--- config.mk ---
export PLATFORM = sky130hd
export DESIGN_NAME = ac_phase_angle_dimmer_core_flat
export DESIGN_NICKNAME = d
export VERILOG_FILES = /design/src/sv/acpd_pkg.sv /design/src/sv/acpd_stream_if.sv /design/src/sv/acpd_front.sv /design/src/sv/acpd_core.sv /design/src/sv/ac_phase_angle_dimmer_core.sv /design/src/flat_wrapper.sv
export SDC_FILE = /design/constraint.sdc
export NUM_CORES = 1
export LEC_CHECK = 0
export BUFFER_PORTS_ARGS = -buffer_cell sky130_fd_sc_hd__buf_4
export CAP_MARGIN = 0
export CELL_PAD_IN_SITES_DETAIL_PLACEMENT = 2
export CELL_PAD_IN_SITES_GLOBAL_PLACEMENT = 2
export CORE_MARGIN = 1
export CORE_UTILIZATION = 33
export DETAILED_ROUTE_END_ITERATION = 6
export PLACE_DENSITY_LB_ADDON = 0.05
export SYNTH_ARGS = -nofsm -noshare
export SYNTH_HDL_FRONTEND = slang
export SYNTH_SLANG_ARGS = --single-unit
--- constraint.sdc ---
create_clock -name clk -period 9.3 [get_ports clk]
set_input_delay 2.325 -clock clk [delete_from_list [all_inputs] [get_ports clk]]
set_output_delay 2.325 -clock clk [all_outputs]
set_load 0.02 [all_outputs]
--- src/sv/acpd_pkg.sv ---
// Shared types, constants and codes of the AC phase-angle dimmer.
package acpd_pkg;

  localparam int CHANNELS_DEF = 8;
  localparam int GATE_W       = 8;
  localparam int CH_W         = 3;
  localparam int PCT_W        = 8;
  localparam int US_W         = 16;
  localparam int CNT_W        = 17;
  localparam int PROD_W       = 23;
  localparam int CFG_IDX_W    = 1;

  localparam logic [CNT_W-1:0] COUNT_MAX = {CNT_W{1'b1}};

  // Reset values of the configuration registers.
  localparam logic [US_W-1:0] LINE_PERIOD_RST = 16'd10000;
  localparam logic [US_W-1:0] ZERO_PULSE_RST  = 16'd0;

  // Percent thresholds of the level bands.
  localparam logic [PCT_W-1:0] PCT_OFF_BELOW = 8'd10;
  localparam logic [PCT_W-1:0] PCT_ON_ABOVE  = 8'd90;
  localparam logic [PCT_W-1:0] PCT_FULL      = 8'd100;

  // Floor division by 100 as a multiply by ceil(2^30 / 100) and a shift.
  // Exact for every product below 2^23.
  localparam int               RECIP_SHIFT = 30;
  localparam int               RECIP_W     = 24;
  localparam logic [RECIP_W-1:0] RECIP_M   = 24'd10737419;

  // Item commands.
  localparam logic CMD_TICK = 1'b0;
  localparam logic CMD_SET  = 1'b1;

  // Configuration register indexes.
  localparam logic [CFG_IDX_W-1:0] REG_LINE_PERIOD = 1'b0;
  localparam logic [CFG_IDX_W-1:0] REG_ZERO_PULSE  = 1'b1;

  typedef enum logic [1:0] {
    MODE_OFF     = 2'd0,
    MODE_ON      = 2'd1,
    MODE_DELAYED = 2'd2
  } acpd_mode_t;

  typedef struct packed {
    logic             cmd;
    logic             zero_level;
    logic [US_W-1:0]  elapsed_us;
    logic [CH_W-1:0]  channel;
    logic [PCT_W-1:0] percent;
  } acpd_in_t;

  typedef struct packed {
    logic [GATE_W-1:0] gate_levels;
  } acpd_out_t;

  // Contents of the input register handed to the update stage.
  typedef struct packed {
    logic              valid;
    logic              cmd;
    logic              zero_level;
    logic [US_W-1:0]   elapsed_us;
    logic [CH_W-1:0]   channel;
    acpd_mode_t        band;
    logic [PROD_W-1:0] product;
  } acpd_stage_t;

  // Status of the update stage.
  typedef struct packed {
    logic advance;
    logic zero_rise;
    logic count_zero;
  } acpd_status_t;

endpackage

--- src/sv/acpd_stream_if.sv ---
// Valid/ready stream interface carrying one payload of type T per transfer.
interface acpd_stream_if #(
  parameter type T = logic
);
  logic valid;
  logic ready;
  T     data;

  modport source (output valid, output data, input ready);
  modport sink   (input valid, input data, output ready);
endinterface

--- src/sv/acpd_front.sv ---
// Input register: takes items, sorts the level into its band and forms the delay product.
module acpd_front (
  input  logic                          clk,
  input  logic                          rst_n,
  acpd_stream_if.sink                   in_if,
  input  logic [acpd_pkg::US_W-1:0]     line_period_us,
  input  acpd_pkg::acpd_status_t        status_i,
  output acpd_pkg::acpd_stage_t         stage_o
);
  import acpd_pkg::*;

  logic              s1_valid_r;
  logic              cmd_r;
  logic              zero_level_r;
  logic [US_W-1:0]   elapsed_r;
  logic [CH_W-1:0]   channel_r;
  acpd_mode_t        band_r;
  logic [PROD_W-1:0] product_r;

  acpd_mode_t        band_nxt;
  logic [6:0]        diff;
  logic [PROD_W-1:0] product_nxt;
  logic              take;

  // The register frees up when empty or when its item moves on this cycle.
  assign in_if.ready = !s1_valid_r || status_i.advance;
  assign take        = in_if.valid && in_if.ready;

  always_comb begin
    if (in_if.data.percent < PCT_OFF_BELOW) begin
      band_nxt = MODE_OFF;
    end else if (in_if.data.percent > PCT_ON_ABOVE) begin
      band_nxt = MODE_ON;
    end else begin
      band_nxt = MODE_DELAYED;
    end
    diff        = 7'(PCT_FULL - in_if.data.percent);
    product_nxt = {16'b0, diff} * {7'b0, line_period_us};
  end

  always_ff @(posedge clk) begin
    if (!rst_n) begin
      s1_valid_r <= 1'b0;
    end else if (in_if.ready) begin
      s1_valid_r <= in_if.valid;
    end
  end

  always_ff @(posedge clk) begin
    if (take) begin
      cmd_r        <= in_if.data.cmd;
      zero_level_r <= in_if.data.zero_level;
      elapsed_r    <= in_if.data.elapsed_us;
      channel_r    <= in_if.data.channel;
      band_r       <= band_nxt;
      product_r    <= product_nxt;
    end
  end

  assign stage_o = '{valid:      s1_valid_r,
                     cmd:        cmd_r,
                     zero_level: zero_level_r,
                     elapsed_us: elapsed_r,
                     channel:    channel_r,
                     band:       band_r,
                     product:    product_r};
endmodule

--- src/sv/acpd_core.sv ---
// Update stage: channel table, crossing counter, gate state and result register.
module acpd_core #(
  parameter int CHANNELS = acpd_pkg::CHANNELS_DEF
) (
  input  logic                          clk,
  input  logic                          rst_n,
  input  acpd_pkg::acpd_stage_t         stage_i,
  input  logic [acpd_pkg::US_W-1:0]     zero_pulse_us,
  acpd_stream_if.source                 out_if,
  output acpd_pkg::acpd_status_t        status_o
);
  import acpd_pkg::*;

  localparam int SCALED_W = PROD_W + RECIP_W;

  acpd_mode_t         mode_r  [CHANNELS];
  acpd_mode_t         mode_nxt[CHANNELS];
  logic [CNT_W-1:0]   delay_r  [CHANNELS];
  logic [CNT_W-1:0]   delay_nxt[CHANNELS];
  logic [CHANNELS-1:0] gate_r, gate_nxt;
  logic [CNT_W-1:0]   cnt_r, cnt_nxt;
  logic               lastz_r, lastz_nxt;
  logic               out_valid_r;
  logic [GATE_W-1:0]  out_data_r;

  logic                advance;
  logic                rise;
  logic [SCALED_W-1:0] scaled;
  logic [CNT_W-1:0]    quot;
  logic [CNT_W-1:0]    dly;
  logic [CNT_W:0]      cnt_sum;
  logic [CNT_W-1:0]    cnt_tick;
  logic [GATE_W-1:0]   gate_byte;

  assign advance = stage_i.valid && (!out_valid_r || out_if.ready);
  assign rise    = stage_i.zero_level && !lastz_r;

  always_comb begin
    scaled   = {{RECIP_W{1'b0}}, stage_i.product} * {{PROD_W{1'b0}}, RECIP_M};
    quot     = scaled[SCALED_W-1:RECIP_SHIFT];
    dly      = quot + {2'b0, zero_pulse_us[US_W-1:1]};
    cnt_sum  = {1'b0, cnt_r} + {2'b0, stage_i.elapsed_us};
    if (rise) begin
      cnt_tick = '0;
    end else if (cnt_sum[CNT_W]) begin
      cnt_tick = COUNT_MAX;
    end else begin
      cnt_tick = cnt_sum[CNT_W-1:0];
    end

    mode_nxt  = mode_r;
    delay_nxt = delay_r;
    gate_nxt  = gate_r;
    cnt_nxt   = cnt_r;
    lastz_nxt = lastz_r;

    if (advance) begin
      if (stage_i.cmd == CMD_SET) begin
        for (int i = 0; i < CHANNELS; i++) begin
          if (32'(stage_i.channel) == i) begin
            unique case (stage_i.band)
              MODE_DELAYED: begin
                delay_nxt[i] = dly;
                mode_nxt[i]  = (dly == '0) ? MODE_ON : MODE_DELAYED;
              end
              MODE_ON: begin
                delay_nxt[i] = '0;
                mode_nxt[i]  = MODE_ON;
              end
              default: begin
                delay_nxt[i] = '0;
                mode_nxt[i]  = MODE_OFF;
              end
            endcase
          end
        end
      end else begin
        cnt_nxt   = cnt_tick;
        lastz_nxt = stage_i.zero_level;
        for (int i = 0; i < CHANNELS; i++) begin
          unique case (mode_r[i])
            MODE_ON: gate_nxt[i] = 1'b1;
            MODE_DELAYED: begin
              if (cnt_tick == '0) begin
                gate_nxt[i] = 1'b0;
              end else if (cnt_tick >= delay_r[i]) begin
                gate_nxt[i] = 1'b1;
              end
            end
            default: gate_nxt[i] = 1'b0;
          endcase
        end
      end
    end
  end

  for (genvar g = 0; g < GATE_W; g++) begin : g_byte
    if (g < CHANNELS) begin : g_used
      assign gate_byte[g] = gate_nxt[g];
    end else begin : g_unused
      assign gate_byte[g] = 1'b0;
    end
  end

  always_ff @(posedge clk) begin
    if (!rst_n) begin
      for (int i = 0; i < CHANNELS; i++) begin
        mode_r[i]  <= MODE_OFF;
        delay_r[i] <= '0;
      end
      gate_r      <= '0;
      cnt_r       <= '0;
      lastz_r     <= 1'b0;
      out_valid_r <= 1'b0;
      out_data_r  <= '0;
    end else begin
      mode_r  <= mode_nxt;
      delay_r <= delay_nxt;
      gate_r  <= gate_nxt;
      cnt_r   <= cnt_nxt;
      lastz_r <= lastz_nxt;
      if (advance) begin
        out_valid_r <= 1'b1;
        out_data_r  <= gate_byte;
      end else if (out_if.ready) begin
        out_valid_r <= 1'b0;
      end
    end
  end

  assign out_if.valid            = out_valid_r;
  assign out_if.data.gate_levels = out_data_r;

  assign status_o = '{advance:    advance,
                      zero_rise:  advance && (stage_i.cmd == CMD_TICK) && rise,
                      count_zero: (cnt_r == '0)};
endmodule

--- src/sv/ac_phase_angle_dimmer_core.sv ---
// Top level of the multi-channel AC phase-angle dimmer.
//
// Usage: items arrive on in_if. A set item (cmd set) gives one channel a
// brightness in percent; below 10 the channel is off, above 90 it is fully
// on, and in between it fires after (100 - percent) * line period / 100 plus
// half the zero-cross pulse width, in microseconds. A tick item (cmd tick)
// carries the sampled zero-cross level and the microseconds since the last
// tick; a rising zero-cross level restarts the crossing counter. Every item
// yields exactly one transfer on out_if with the gate levels of all channels.
// Configuration writes on the cfg_ port take effect at once; the user must
// issue them only while no item is in flight, which the block does not check.
// An item passes the input register, then the output register. Throughput
// is one item per cycle while out_if is ready: the input register and
// the output register form a two-stage pipeline, the set path's multiply
// sits ahead of the input register and the divide-by-100 after it.
// Reset (synchronous, active low) clears all channels to off, the counter,
// the stored zero-cross level, the gates and both pipeline stages, and loads
// a line period of 10000 us and a pulse width of 0. When the receiver stalls
// the result holds and the input register still takes one more item.
module ac_phase_angle_dimmer_core #(
  parameter int CHANNELS = acpd_pkg::CHANNELS_DEF
) (
  input  logic                              clk,
  input  logic                              rst_n,
  acpd_stream_if.sink                       in_if,
  acpd_stream_if.source                     out_if,
  input  logic                              cfg_we,
  input  logic [acpd_pkg::CFG_IDX_W-1:0]    cfg_index,
  input  logic [acpd_pkg::US_W-1:0]         cfg_wdata
);
  import acpd_pkg::*;

  logic [US_W-1:0] line_period_r;
  logic [US_W-1:0] zero_pulse_r;
  acpd_stage_t     stage;
  acpd_status_t    status;

  // Configuration registers; both indexes map to a register.
  always_ff @(posedge clk) begin
    if (!rst_n) begin
      line_period_r <= LINE_PERIOD_RST;
      zero_pulse_r  <= ZERO_PULSE_RST;
    end else if (cfg_we) begin
      unique case (cfg_index)
        REG_LINE_PERIOD: line_period_r <= cfg_wdata;
        REG_ZERO_PULSE:  zero_pulse_r  <= cfg_wdata;
        default: ;
      endcase
    end
  end

  // Input register, level band decode and the (100 - percent) * period product.
  acpd_front u_front (
    .clk            (clk),
    .rst_n          (rst_n),
    .in_if          (in_if),
    .line_period_us (line_period_r),
    .status_i       (status),
    .stage_o        (stage)
  );

  // Channel table, crossing counter, gate update and the output register.
  acpd_core #(
    .CHANNELS (CHANNELS)
  ) u_core (
    .clk           (clk),
    .rst_n         (rst_n),
    .stage_i       (stage),
    .zero_pulse_us (zero_pulse_r),
    .out_if        (out_if),
    .status_o      (status)
  );

  // Each item moving out of the input register loads the output register.
  a_advance_loads_out: assert property (@(posedge clk) disable iff (!rst_n)
    status.advance |=> out_if.valid)
    else $error("result register not loaded after an item advanced");

  // The output register only becomes valid from an advancing item.
  a_out_from_advance: assert property (@(posedge clk) disable iff (!rst_n)
    $rose(out_if.valid) |-> $past(status.advance))
    else $error("result appeared without an item");

  // A set item never moves the gates.
  a_set_keeps_gates: assert property (@(posedge clk) disable iff (!rst_n)
    status.advance && (stage.cmd == CMD_SET)
      |=> out_if.data.gate_levels == $past(out_if.data.gate_levels))
    else $error("set item changed the gate levels");

  // A rising zero-cross level on a tick restarts the crossing counter.
  a_rise_clears_count: assert property (@(posedge clk) disable iff (!rst_n)
    status.zero_rise |=> status.count_zero)
    else $error("crossing counter not restarted on a rising zero-cross");
endmodule

--- src/flat_wrapper.sv ---
// flat-port wrapper written by rule: the top's interface ports become plain ports
module ac_phase_angle_dimmer_core_flat import acpd_pkg::*;
#(
  parameter int CHANNELS = acpd_pkg::CHANNELS_DEF
)
  (clk, rst_n, cfg_we, cfg_index, cfg_wdata, in_if_valid, in_if_data, in_if_ready, out_if_valid, out_if_data, out_if_ready);
  acpd_stream_if #(.T(acpd_in_t)) in_if_i ();
  acpd_stream_if #(.T(acpd_out_t)) out_if_i ();
  input  logic clk;
  input  logic rst_n;
  input  logic cfg_we;
  input  logic [acpd_pkg::CFG_IDX_W-1:0] cfg_index;
  input  logic [acpd_pkg::US_W-1:0] cfg_wdata;
  input wire logic [$bits(in_if_i.valid)-1:0] in_if_valid;
  input wire logic [$bits(in_if_i.data)-1:0] in_if_data;
  output wire logic [$bits(in_if_i.ready)-1:0] in_if_ready;
  output wire logic [$bits(out_if_i.valid)-1:0] out_if_valid;
  output wire logic [$bits(out_if_i.data)-1:0] out_if_data;
  input wire logic [$bits(out_if_i.ready)-1:0] out_if_ready;
  assign in_if_i.valid = in_if_valid;
  assign in_if_i.data = in_if_data;
  assign in_if_ready = in_if_i.ready;
  assign out_if_valid = out_if_i.valid;
  assign out_if_data = out_if_i.data;
  assign out_if_i.ready = out_if_ready;
  ac_phase_angle_dimmer_core #(.CHANNELS(CHANNELS)) u_core (.clk(clk), .rst_n(rst_n), .in_if(in_if_i), .out_if(out_if_i), .cfg_we(cfg_we), .cfg_index(cfg_index), .cfg_wdata(cfg_wdata));
endmodule
==> reports/results.txt, run 1 <==
status: complete, no violations
Critical path buffers and inverters: 8
Avg Cell Area, Syn: 8.76 um^2
chip height: 288 um
number of port buffers: 60
depth of the most critical reg-to-reg path: 36
flops & latches, synth: 265
clock latency on the worst-skew pair: 0.56 ns
GRT overflow: 0
R2R Path End: u_core.u_core.mode_r[7]$_SDFFE_PN0P_
CP max stage delay: 0.56 ns
Synth Cell Area: 27,000 um^2
H-tree lvl count: 2
top_reg_cell synth: dfxtp_1
Synthesis Warnings: 0
Worst-Margin Slew: 1.23 ns
cell taking the most area after synthesis: ha_1
Max-Cap Viols: 0
Final setup viols: 0
cts bufs inserted: 39
Crit path max-delay family: adder cells
number of routed nets with antenna violations: 0
initial core utilization: 33.5%
r2r setup slk: 0.15 ns
area grow syn2layout: 16.3%
Synth area leaders: ha_1 (22%), fa_1 (20%), dfxtp_1 (16%)
gp weighted congestion: 0.885
final net count: 4,046
Iter 0 DRT Violations: 709
# rows: 104
Vias: 22,100
Detailed Routing Iterations Pass 1: 6
Post-synth EDFFs: 46
Tightest Hold Check Type: flip-flop to flip-flop
Total Routing Usage GR: 23.3%
min cycle time layout: 9.15 ns
CTS root buf: clkbuf_16
Max-slew headroom: 17.7%
HP Start: u_core.u_core.delay_r[5]$_SDFFE_PN0P_
CTS tree: built
number of fill cells: 8,898
final WL: 94,900 um
async set or reset register ratio after synthesis: 0%
Vias/cell: 5.09
CP Capture Type: flip-flop
RSZ-0062 raised after global routing: yes
register area share after synthesis: 21.3%
final core occ: 38.9%
share of layout cells above drive strength 1: 11.5%
Hold Path End: u_core.u_core.delay_r[5]$_SDFFE_PN0P_
Area after DPL: 29,600 um^2
CP dominant cell by count: fa_1
post-synth top area share: 21.7%
final instance area: 31,500 um^2
WS Path Type: flip-flop to flip-flop
Post-Syn Nets: 3,870
RR Startpoint: u_core.u_front.product_r[5]$_DFFE_PP_
largest net degree at the start of global routing: 105
clk sinks: 265
critical path fanouts, max: 8
residual DRC count: 0
hold_ws: 0.454 ns
vias in the first global route: 25,300
Die Area: 83,100 um^2
Clock Skew: 0.0284 ns
Ant. Diodes: 0
Cells on Worst Hold Path: 2
Mapped Cells: 3,087
Core ar.: 80,800 um^2
DP HPWL: 77,100 um
final number of hold-violating endpoints: 0
initial antenna violation count: 1
CP Data Required Time: 9.75 ns
clock buffer depth: 3
Die Wd: 288 um
# IOs: 61
Critical Path AT: 9.60 ns
Slew Viols, Final: 0
Netlist cell types: 74
fmax: 109 MHz
Startpoint Class: flip-flop
Critical-path top delay cell: fa_1
first-pass GRT wire length: 148,000 um
crit share post-route: 98.4%
Reg clk slew, reported paths: 0.05 ns
post-DR wirelength/cell: 21.8 um
==> Yosys cell counts (36+ instances only) <==
cell type / instances
xnor2_1: 36
a21o_1: 43
inv_1: 575
and2_1: 52
edfxtp_1: 46
nand3_1: 52
dfxtp_1: 219
nor2_1: 88
clkbuf_1: 77
nand2_1: 443
fa_1: 264
a21oi_1: 265
ha_1: 468
o21ai_0: 84
o21a_1: 39
==> flip-flops by register name, summed over array words and instances, names as in the netlist <==
register and cells:
u_core.line_period_r 16, u_core.u_core.out_if.data 8, u_core.u_front.s1_valid_r 1, u_core.u_front.channel_r 3, u_core.u_core.mode_r 16, u_core.u_front.elapsed_r 16, u_core.u_front.zero_level_r 1, u_core.u_core.lastz_r 1
u_core.u_core.out_if.valid 1, u_core.u_front.cmd_r 1, u_core.u_core.gate_r 8, u_core.u_front.product_r 23, u_core.zero_pulse_r 15, u_core.u_core.cnt_r 17, u_core.u_front.band_r 2, u_core.u_core.delay_r 136
==> placed cells by master, fill, tap and decap left out, types with 46 or more instances in the layout <==
cell type,netlist,layout
fa_1,264,260
and2_1,52,51
edfxtp_1,46,46
nor2_1,88,83
a21oi_1,265,253
ha_1,468,452
buf_4,0,216
o21ai_0,84,73
dfxtp_1,219,219
inv_1,575,568
nand3_1,52,51
nand2_1,443,443
==> worst max-delay path by stage <==
stage	from	end	depth (start not counted)
floorplan	u_core.u_front.product_r[6]$_DFFE_PP_	u_core.u_core.mode_r[1]$_SDFFE_PN0P_	35
global placement	u_core.u_front.product_r[5]$_DFFE_PP_	u_core.u_core.mode_r[1]$_SDFFE_PN0P_	36
detailed placement	u_core.u_front.product_r[6]$_DFFE_PP_	u_core.u_core.mode_r[7]$_SDFFE_PN0P_	37
CTS	u_core.u_front.product_r[2]$_DFFE_PP_	u_core.u_core.mode_r[7]$_SDFFE_PN0P_	36
global route	u_core.u_front.product_r[7]$_DFFE_PP_	u_core.u_core.mode_r[7]$_SDFFE_PN0P_	34
finish	u_core.u_front.product_r[5]$_DFFE_PP_	u_core.u_core.mode_r[7]$_SDFFE_PN0P_	36
==> kinds of logic after synthesis <==
kind of cell             synth area share [%]
AND/OR/NAND/NOR                          13.5
buffers and inverters                    9.28
XOR/XNOR                                 2.01
AO/OA/AOI/OAI                            12.5
multiplexers                            0.190
flip-flops                               21.3
adder cells (fa/ha/maj)                  41.2
==> layout make-up <==
type | count | area, um^2 | area share (%)
flip-flops and latches | 265 | 5770 | 18.3
repair buffers | 227 | 1750 | 5.58
multi-input cells | 2154 | 19200 | 61.0
clock buffers | 53 | 1100 | 3.50
clock inverters | 18 | 168 | 0.533
inverters | 576 | 2170 | 6.89
well taps | 1060 | 1330 | 4.22
==> routing by layer <==
| metal | vias up | wire length (um) | track usage, % |
|---|---|---|---|
| met5 | - | 0 | 0 |
| met2 | 263 | 44600 | 39.4 |
| met3 | 90 | 3120 | 3.10 |
| met1 | 11300 | 45400 | 31.8 |
| met4 | 0 | 1810 | 4.66 |
| li1 | 10400 | - | - |
==> what timing repair did <==
action | in CTS | in global routing
endpoints found under the setup margin | 16 | 40
hold buffers | 0 | 0
gates resized for setup | 24 | 73
setup buffers | 7 | 15
pin swaps | 16 | 49
==> through the flow <==
step,cells,setup slack [ns],setup TNS [ns]
after global routing,4353,-0.196,-2.50
after detailed placement,4261,-0.351,-4.35
final,4353,0.148,0
after global placement,4261,0.0367,0
after CTS,4339,0.0103,0
after floorplan,3087,0.421,0
==> tightest hold or removal path, stage by stage, from the launching register on <==
cell and delay (ns):
dfxtp_1 0.30, nand2_1 0.05, a21oi_1 0.05
Power of run 1 is not shown: default switching activity piles up to over one toggle a cycle in this logic, so the estimate is an artifact.
==> run 2: changes to the inputs <==
--- a/config.mk
+++ b/config.mk
@@ -11,6 +11,7 @@
 export CELL_PAD_IN_SITES_GLOBAL_PLACEMENT = 2
 export CORE_MARGIN = 1
 export CORE_UTILIZATION = 33
+export CTS_BUF_LIST = sky130_fd_sc_hd__clkbuf_4
 export DETAILED_ROUTE_END_ITERATION = 6
 export PLACE_DENSITY_LB_ADDON = 0.05
 export SYNTH_ARGS = -nofsm -noshare
==> run 2 against run 1 <==
  * Die area is the same
  * Worst hold slack improved by 0.0020 ns
  * Global-route usage up 0.23 points
  * Clock-buffer cell count rose by 77
  * Sequential share of layout area fell by 0.061 points
  * Core utilization increased by 0.13 points
  * Register-to-register slack gained 0.07 ns
  * Via count is 1.9% higher
==> reports/results.txt, run 2 (synthesis gave the netlist of run 1 again) <==
Critical Path Start: u_core.u_front.product_r[5]$_DFFE_PP_
CTS tree: built
# rows: 104 (unchanged)
Slew Viols, Final: 0 (unchanged)
Startpoint Class: flip-flop
r2r setup slk: 0.21 ns (+0.07 ns)
clock latency on the worst-skew pair: 0.88 ns (+0.32 ns)
wl on met1: 45,800 um (+0.87%)
Worst-Margin Slew: 1.24 ns (+0.0147 ns)
RR Startpoint: u_core.u_front.product_r[5]$_DFFE_PP_
final net count: 4,104 (+1.4%)
final number of hold-violating endpoints: 0 (unchanged)
HP Start: u_core.u_core.delay_r[5]$_SDFFE_PN0P_
Clock Skew: 0.0634 ns (+0.0350 ns)
most common cell after layout, fill and taps aside: inv_1
number of fill cells: 8,980 (+0.92%)
status: complete, no violations
Detailed Routing Iterations Pass 1: 6 (unchanged)
vias in the first global route: 25,800 (+1.8%)
share of layout cells above drive strength 1: 14.7% (+3.2 points)
H-tree lvl count: 3 (+1)
CP Data Required Time: 10.06 ns (+0.31 ns)
Critical Path AT: 9.85 ns (+0.25 ns)
Vias: 22,600 (+1.9%)
RSZ-0062 raised after global routing: yes
post-DR wirelength/cell: 21.7 um (-0.65%)
post-route setup TNS: 0 ns (unchanged)
Critical-path top delay cell: fa_1
chip height: 288 um (unchanged)
critical path fanouts, max: 8 (unchanged)
biggest regs: u_core.u_core.delay_r: 136 flops, u_core.u_front.product_r: 23 flops, u_core.u_core.cnt_r: 17 flops
min cycle time layout: 9.09 ns (-0.0657 ns)
WS Path Type: flip-flop to flip-flop
Final setup viols: 0 (unchanged)
Die Area: 83,100 um^2 (unchanged)
Max-slew headroom: 16.7% (-0.98 points)
area grow syn2layout: 16.7%
Die Wd: 288 um (unchanged)
Total Routing Usage GR: 23.5% (+0.23 points)
Top Metal Used: met4
initial antenna violation count: 2 (+1)
final WL: 96,200 um (+1.4%)
DP HPWL: 77,100 um (unchanged)
CTS root buf: clkbuf_4
hold_ws: 0.456 ns (+0.00198 ns)
initial core utilization: 33.5% (unchanged)
clock buffer depth: 3 (unchanged)
number of routed nets with antenna violations: 0 (unchanged)
gp weighted congestion: 0.885 (unchanged)
residual DRC count: 0 (unchanged)
Reg clk slew, reported paths: 0.07 ns (+0.02 ns)
Layout Cells excl Fill: 4,441 (+2.0%)
max reg flops: 136 (unchanged)
CP max stage delay: 0.57 ns (about the same)
CP Capture Type: flip-flop
metal3 WL: 2960 um (-5.1%)
GRT overflow: 0 (unchanged)
# IOs: 61 (unchanged)
clk sinks: 265 (unchanged)
fmax: 110 MHz (+0.72%)
Max-Cap Viols: 0 (unchanged)
first-pass GRT wire length: 149,000 um (+0.59%)
placed cell count: 4,261 (unchanged)
number of port buffers: 60 (unchanged)
crit share post-route: 97.7% (-0.71 points)
cts bufs inserted: 86 (+120%)
Vias/cell: 5.08 (-0.13%)
Core ar.: 80,800 um^2 (unchanged)
Largest Register: u_core.u_core.delay_r
most frequent cells in the layout: inv_1 (556), ha_1 (448), nand2_1 (443)
metal2 WL: 45,100 um (+1.2%)
Tightest Hold Check Type: flip-flop to flip-flop
Iter 0 DRT Violations: 724 (+2.1%)
CP dominant cell by count: fa_1
largest net degree at the start of global routing: 105 (unchanged)
hold-fix buffer count after cts: 0 (unchanged)
## run 2: changes by cell type in the layout (fill, tap and decap cells not counted), sizes merged
cell      delta
clkbuf      +77
buf         +11
clkinv       -2
bufinv       +1
clkinvlp     -1
diode        +1
inv          +1
## run 2: final cells by class
type                    count  area (um^2)  share of cell area (%)
clock inverters            17          166                   0.527
flip-flops and latches    265         5770                    18.3
multi-input cells        2154        19300                    61.2
inverters                 576         2170                    6.87
repair buffers            238         1850                    5.86
clock buffers             130          976                    3.09
well taps                1060         1330                    4.20
diodes                      1         2.50                 0.00793
## run 2: final timing paths
path,depth (start not counted),endpoint
worst max-delay path,38,u_core.u_core.mode_r[7]$_SDFFE_PN0P_
worst min-delay path,2,u_core.u_core.delay_r[5]$_SDFFE_PN0P_
worst max register to register,38,u_core.u_core.mode_r[7]$_SDFFE_PN0P_
worst min register to register,2,u_core.u_core.delay_r[5]$_SDFFE_PN0P_
## run 2: what timing repair did
item / 4_1_cts / 5_1_grt
setup endpoints to repair: 16 / 45
endpoints found under the hold margin: 0 / 0
gates resized for setup: 21 / 116
pin swaps: 16 / 80
buffers inserted: 6 / 26
## run 2: critical path, delay by kind of cell (launching register included)
family / cells / cell delay, ns
XOR/XNOR: 1 / 0.13
AO/OA/AOI/OAI: 12 / 2.11
flip-flops: 1 / 0.44
buffers and inverters: 8 / 0.87
multiplexers: 2 / 0.42
AND/OR/NAND/NOR: 6 / 1.21
adder cells (fa/ha/maj): 9 / 3.80
## run 2: per-layer routing
metal  up-vias  global-route usage, %
met1     11500                   31.7
met2       299                   39.3
met5         -                      0
li1      10600                      -
met3       137                   3.50
met4         0                   6.27
## run 2: metrics by stage
stage          util, %  worst slack [ns]  cell area [um^2]
5_1_grt           39.1            -0.110             31600
3_5_place_dp      36.6            -0.351             29600
6_report          39.1             0.214             31600
3_3_place_gp      36.6            0.0367             29600
4_1_cts           38.2          0.000488             30900
2_1_floorplan        -             0.421             27000
Power of run 2 is left out for the same reason.
==> run 3: changes to the inputs <==
--- a/config.mk
+++ b/config.mk
@@ -5,6 +5,7 @@
 export SDC_FILE = /design/constraint.sdc
 export NUM_CORES = 1
 export LEC_CHECK = 0
+export ABC_AREA = 1
 export BUFFER_PORTS_ARGS = -buffer_cell sky130_fd_sc_hd__buf_4
 export CAP_MARGIN = 0
 export CELL_PAD_IN_SITES_DETAIL_PLACEMENT = 2
@@ -13,6 +14,7 @@
 export CORE_UTILIZATION = 33
 export CTS_BUF_LIST = sky130_fd_sc_hd__clkbuf_4
 export DETAILED_ROUTE_END_ITERATION = 6
+export GPL_ROUTABILITY_DRIVEN = 0
 export PLACE_DENSITY_LB_ADDON = 0.05
 export SYNTH_ARGS = -nofsm -noshare
 export SYNTH_HDL_FRONTEND = slang
==> run 3 against run 2 <==
  * Routed wire length increased by 6.0%
  * Clock skew increased by 0.0079 ns
  * Non-clock buffer count decreased by 164
  * Critical endpoint is now u_core.u_core.mode_r[10]$_SDFFE_PN0P_
  * Highest routed layer unchanged
==> reports/results.txt, run 3 <==
CP Data Required Time: 10.07 ns (about the same)
most common cell after layout, fill and taps aside: inv_1
WS Path Type: flip-flop to flip-flop
CTS tree: built
Iter 0 DRT Violations: 849 (+17%)
final WL: 102,000 um (+6.0%)
Vias: 24,000 (+6.2%)
cell taking the most area after synthesis: ha_1
crit share post-route: 94.2% (-3.5 points)
initial antenna violation count: 5 (+3)
Synthesis Warnings: 0 (unchanged)
post-DR wirelength/cell: 21.1 um (-2.5%)
Hold Path End: u_core.u_core.delay_r[2]$_SDFFE_PN0P_
Synth Cell Area: 28,300 um^2 (+4.6%)
min cycle time layout: 8.76 ns (-0.322 ns)
CP max stage delay: 0.66 ns (+0.09 ns)
largest net degree at the start of global routing: 77 (-27%)
register area share after synthesis: 20.4% (-0.94 points)
hold-fix buffer count after cts: 0 (unchanged)
vias in the first global route: 27,200 (+5.5%)
r2r setup slk: 0.54 ns (+0.32 ns)
share of layout cells above drive strength 1: 7.31% (-7.4 points)
Post-synth EDFFs: 46 (unchanged)
Die Area: 86,900 um^2 (+4.6%)
post-synth top area share: 20.7% (-0.96 points)
HP Start: u_core.u_core.delay_r[2]$_SDFFE_PN0P_
number of routed nets with antenna violations: 0 (unchanged)
Final setup viols: 0 (unchanged)
Slew Viols, Final: 0 (unchanged)
# IOs: 61 (unchanged)
final core occ: 36.6% (-2.5 points)
mux contribution to synthesized area: 0% (-0.19 points)
most frequent cells in the layout: inv_1 (793), nand2_1 (518), ha_1 (468)
final number of hold-violating endpoints: 0 (unchanged)
area grow syn2layout: 9.88%
Max-slew headroom: 14.7% (-2.1 points)
final net count: 4,399 (+7.2%)
hold_ws: 0.475 ns (+0.0191 ns)
RR Startpoint: u_core.u_front.product_r[8]$_DFFE_PP_
clk sinks: 265 (unchanged)
Detailed Routing Iterations Pass 1: 5 (-1)
Total Routing Usage GR: 24.1% (+0.53 points)
Critical Path AT: 9.53 ns (-0.32 ns)
clock latency on the worst-skew pair: 0.88 ns (about the same)
cts bufs inserted: 85 (-1.2%)
postcts setup bufs: 0 (-6)
chip height: 295 um (+2.3%)
Core ar.: 85,000 um^2 (+5.2%)
Critical-path top delay cell: edfxtp_1
post-route setup TNS: 0 ns (unchanged)
top_reg_cell synth: dfxtp_1
# rows: 107 (+2.9%)
critical path fanouts, max: 8 (unchanged)
pre-CTS WS: 0.601 ns (+0.952 ns)
H-tree lvl count: 3 (unchanged)
Synth area leaders: ha_1 (21%), fa_1 (19%), dfxtp_1 (15%)
Tightest Hold Check Type: flip-flop to flip-flop
DP HPWL: 84,600 um (+9.7%)
Startpoint Class: flip-flop
Largest Register: u_core.u_core.delay_r
Worst-Margin Slew: 1.28 ns (+0.0341 ns)
fraction of the mapped netlist area in compound gates: 12.4% (-0.14 points)
number of port buffers: 60 (unchanged)
count leader, synth: inv_1
flops & latches, synth: 265 (unchanged)
status: complete, no violations
Cells on Worst Hold Path: 2 (unchanged)
first-pass GRT wire length: 158,000 um (+5.8%)
Die Wd: 295 um (+2.3%)
CP Capture Type: flip-flop
top cells by count, synth: inv_1 (794), nand2_1 (518), ha_1 (468), a21oi_1 (322), fa_1 (264)
clock buffer depth: 3 (unchanged)
Setup WS post-layout: 0.535 ns (+0.322 ns)
Max-Cap Viols: 0 (unchanged)
Netlist cell types: 57 (-23%)
RSZ-0062 raised after global routing: no
xor/xnor share of the synthesized area: 1.61% (-0.40 points)
R2R Path End: u_core.u_core.mode_r[10]$_SDFFE_PN0P_
Post-Synth Adder-Cell Area: 39.4% (-1.8 points)
Reg clk slew, reported paths: 0.07 ns (about the same)
Post-Syn Nets: 4,321 (+12%)
Mapped Cells: 3,538 (+15%)
max reg flops: 136 (unchanged)
Clock Skew: 0.0714 ns (+0.00793 ns)
GRT overflow: 0 (unchanged)
number of fill cells: 9,958 (+11%)
largest family of logic cells by synthesized area: adder cells
async set or reset register ratio after synthesis: 0% (unchanged)
biggest regs: u_core.u_core.delay_r: 136 flops, u_core.u_front.product_r: 23 flops, u_core.u_core.cnt_r: 17 flops
Post-Synth Simple-Gate Area: 14.5% (+1.0 points)
residual DRC count: 0 (unchanged)
Vias/cell: 4.96 (-2.3%)
depth of the most critical reg-to-reg path: 34 (-11%)
post-CTS sizing: 0 (-100%)
initial core utilization: 33.3% (-0.19 points)
fmax: 114 MHz (+3.7%)
CTS root buf: clkbuf_4
Avg Cell Area, Syn: 7.99 um^2 (-8.7%)
-- run 3: per-stage QoR --
stage	cell area (um^2)	cells
2_1_floorplan	28300	3538
3_3_place_gp	30000	4673
3_5_place_dp	30000	4673
4_1_cts	31100	4824
5_1_grt	31100	4825
6_report	31100	4826
-- run 3: routing by layer --
layer / track usage (%) / wire, um / vias up
met5: 0 / 0 / -
met1: 31.5 / 47700 / 12000
met4: 6.34 / 2180 / 0
met3: 3.96 / 3820 / 121
li1: - / - / 11500
met2: 40.9 / 48200 / 323
-- run 3: how the worst max path moves through the flow --
stage / depth (start not counted) / startpoint / endpoint / slack (ns)
final: 34 / u_core.u_front.product_r[8]$_DFFE_PP_ / u_core.u_core.mode_r[10]$_SDFFE_PN0P_ / 0.54
after global routing: 34 / u_core.u_front.product_r[8]$_DFFE_PP_ / u_core.u_core.mode_r[0]$_SDFFE_PN0P_ / 0.1
after CTS: 34 / u_core.u_front.product_r[8]$_DFFE_PP_ / u_core.u_core.mode_r[10]$_SDFFE_PN0P_ / 0.57
after detailed placement: 34 / u_core.u_front.product_r[8]$_DFFE_PP_ / u_core.u_core.mode_r[10]$_SDFFE_PN0P_ / 0.60
after global placement: 34 / u_core.u_front.product_r[8]$_DFFE_PP_ / u_core.u_core.delay_r[101]$_SDFFE_PN0P_ / 0.83
after floorplan: 28 / in_if_data[0] / u_core.u_front.product_r[19]$_DFFE_PP_ / 1.51
-- run 3: cell families (layout without fill, tap and decap cells) --
family                   Yosys count  after routing
flip-flops                       265            265
XOR/XNOR                          52             52
buffers and inverters            882           1024
AO/OA/AOI/OAI                    652            652
adder cells (fa/ha/maj)          732            732
other                              0              2
AND/OR/NAND/NOR                  955            955
-- run 3: area by class of cell --
type                            instances  area, um^2  share of cell area, %
Antenna cell                            2        5.00                 0.0161
Clock buffer                          123         923                   2.97
Clock inverter                         28         183                  0.588
Inverter                              799        3000                   9.65
Multi-Input combinational cell       2391       19200                   61.8
Sequential cell                       265        5770                   18.6
Tap cell                             1144        1430                   4.61
Timing Repair Buffer                   74         556                   1.79
-- run 3: worst max-delay path: cells and delay by family, from the launching register on --
| family | cells | cell delay [ns] |
|---|---|---|
| xor gates and xnor gates | 2 | 0.36 |
| and+or+nand+nor | 10 | 1.43 |
| buffers and inverters | 6 | 0.44 |
| adders and majority gates | 9 | 4.37 |
| DFF | 1 | 0.66 |
| AOI/OAI and AO/OA | 7 | 1.43 |
Power of run 3 is left out for the same reason.
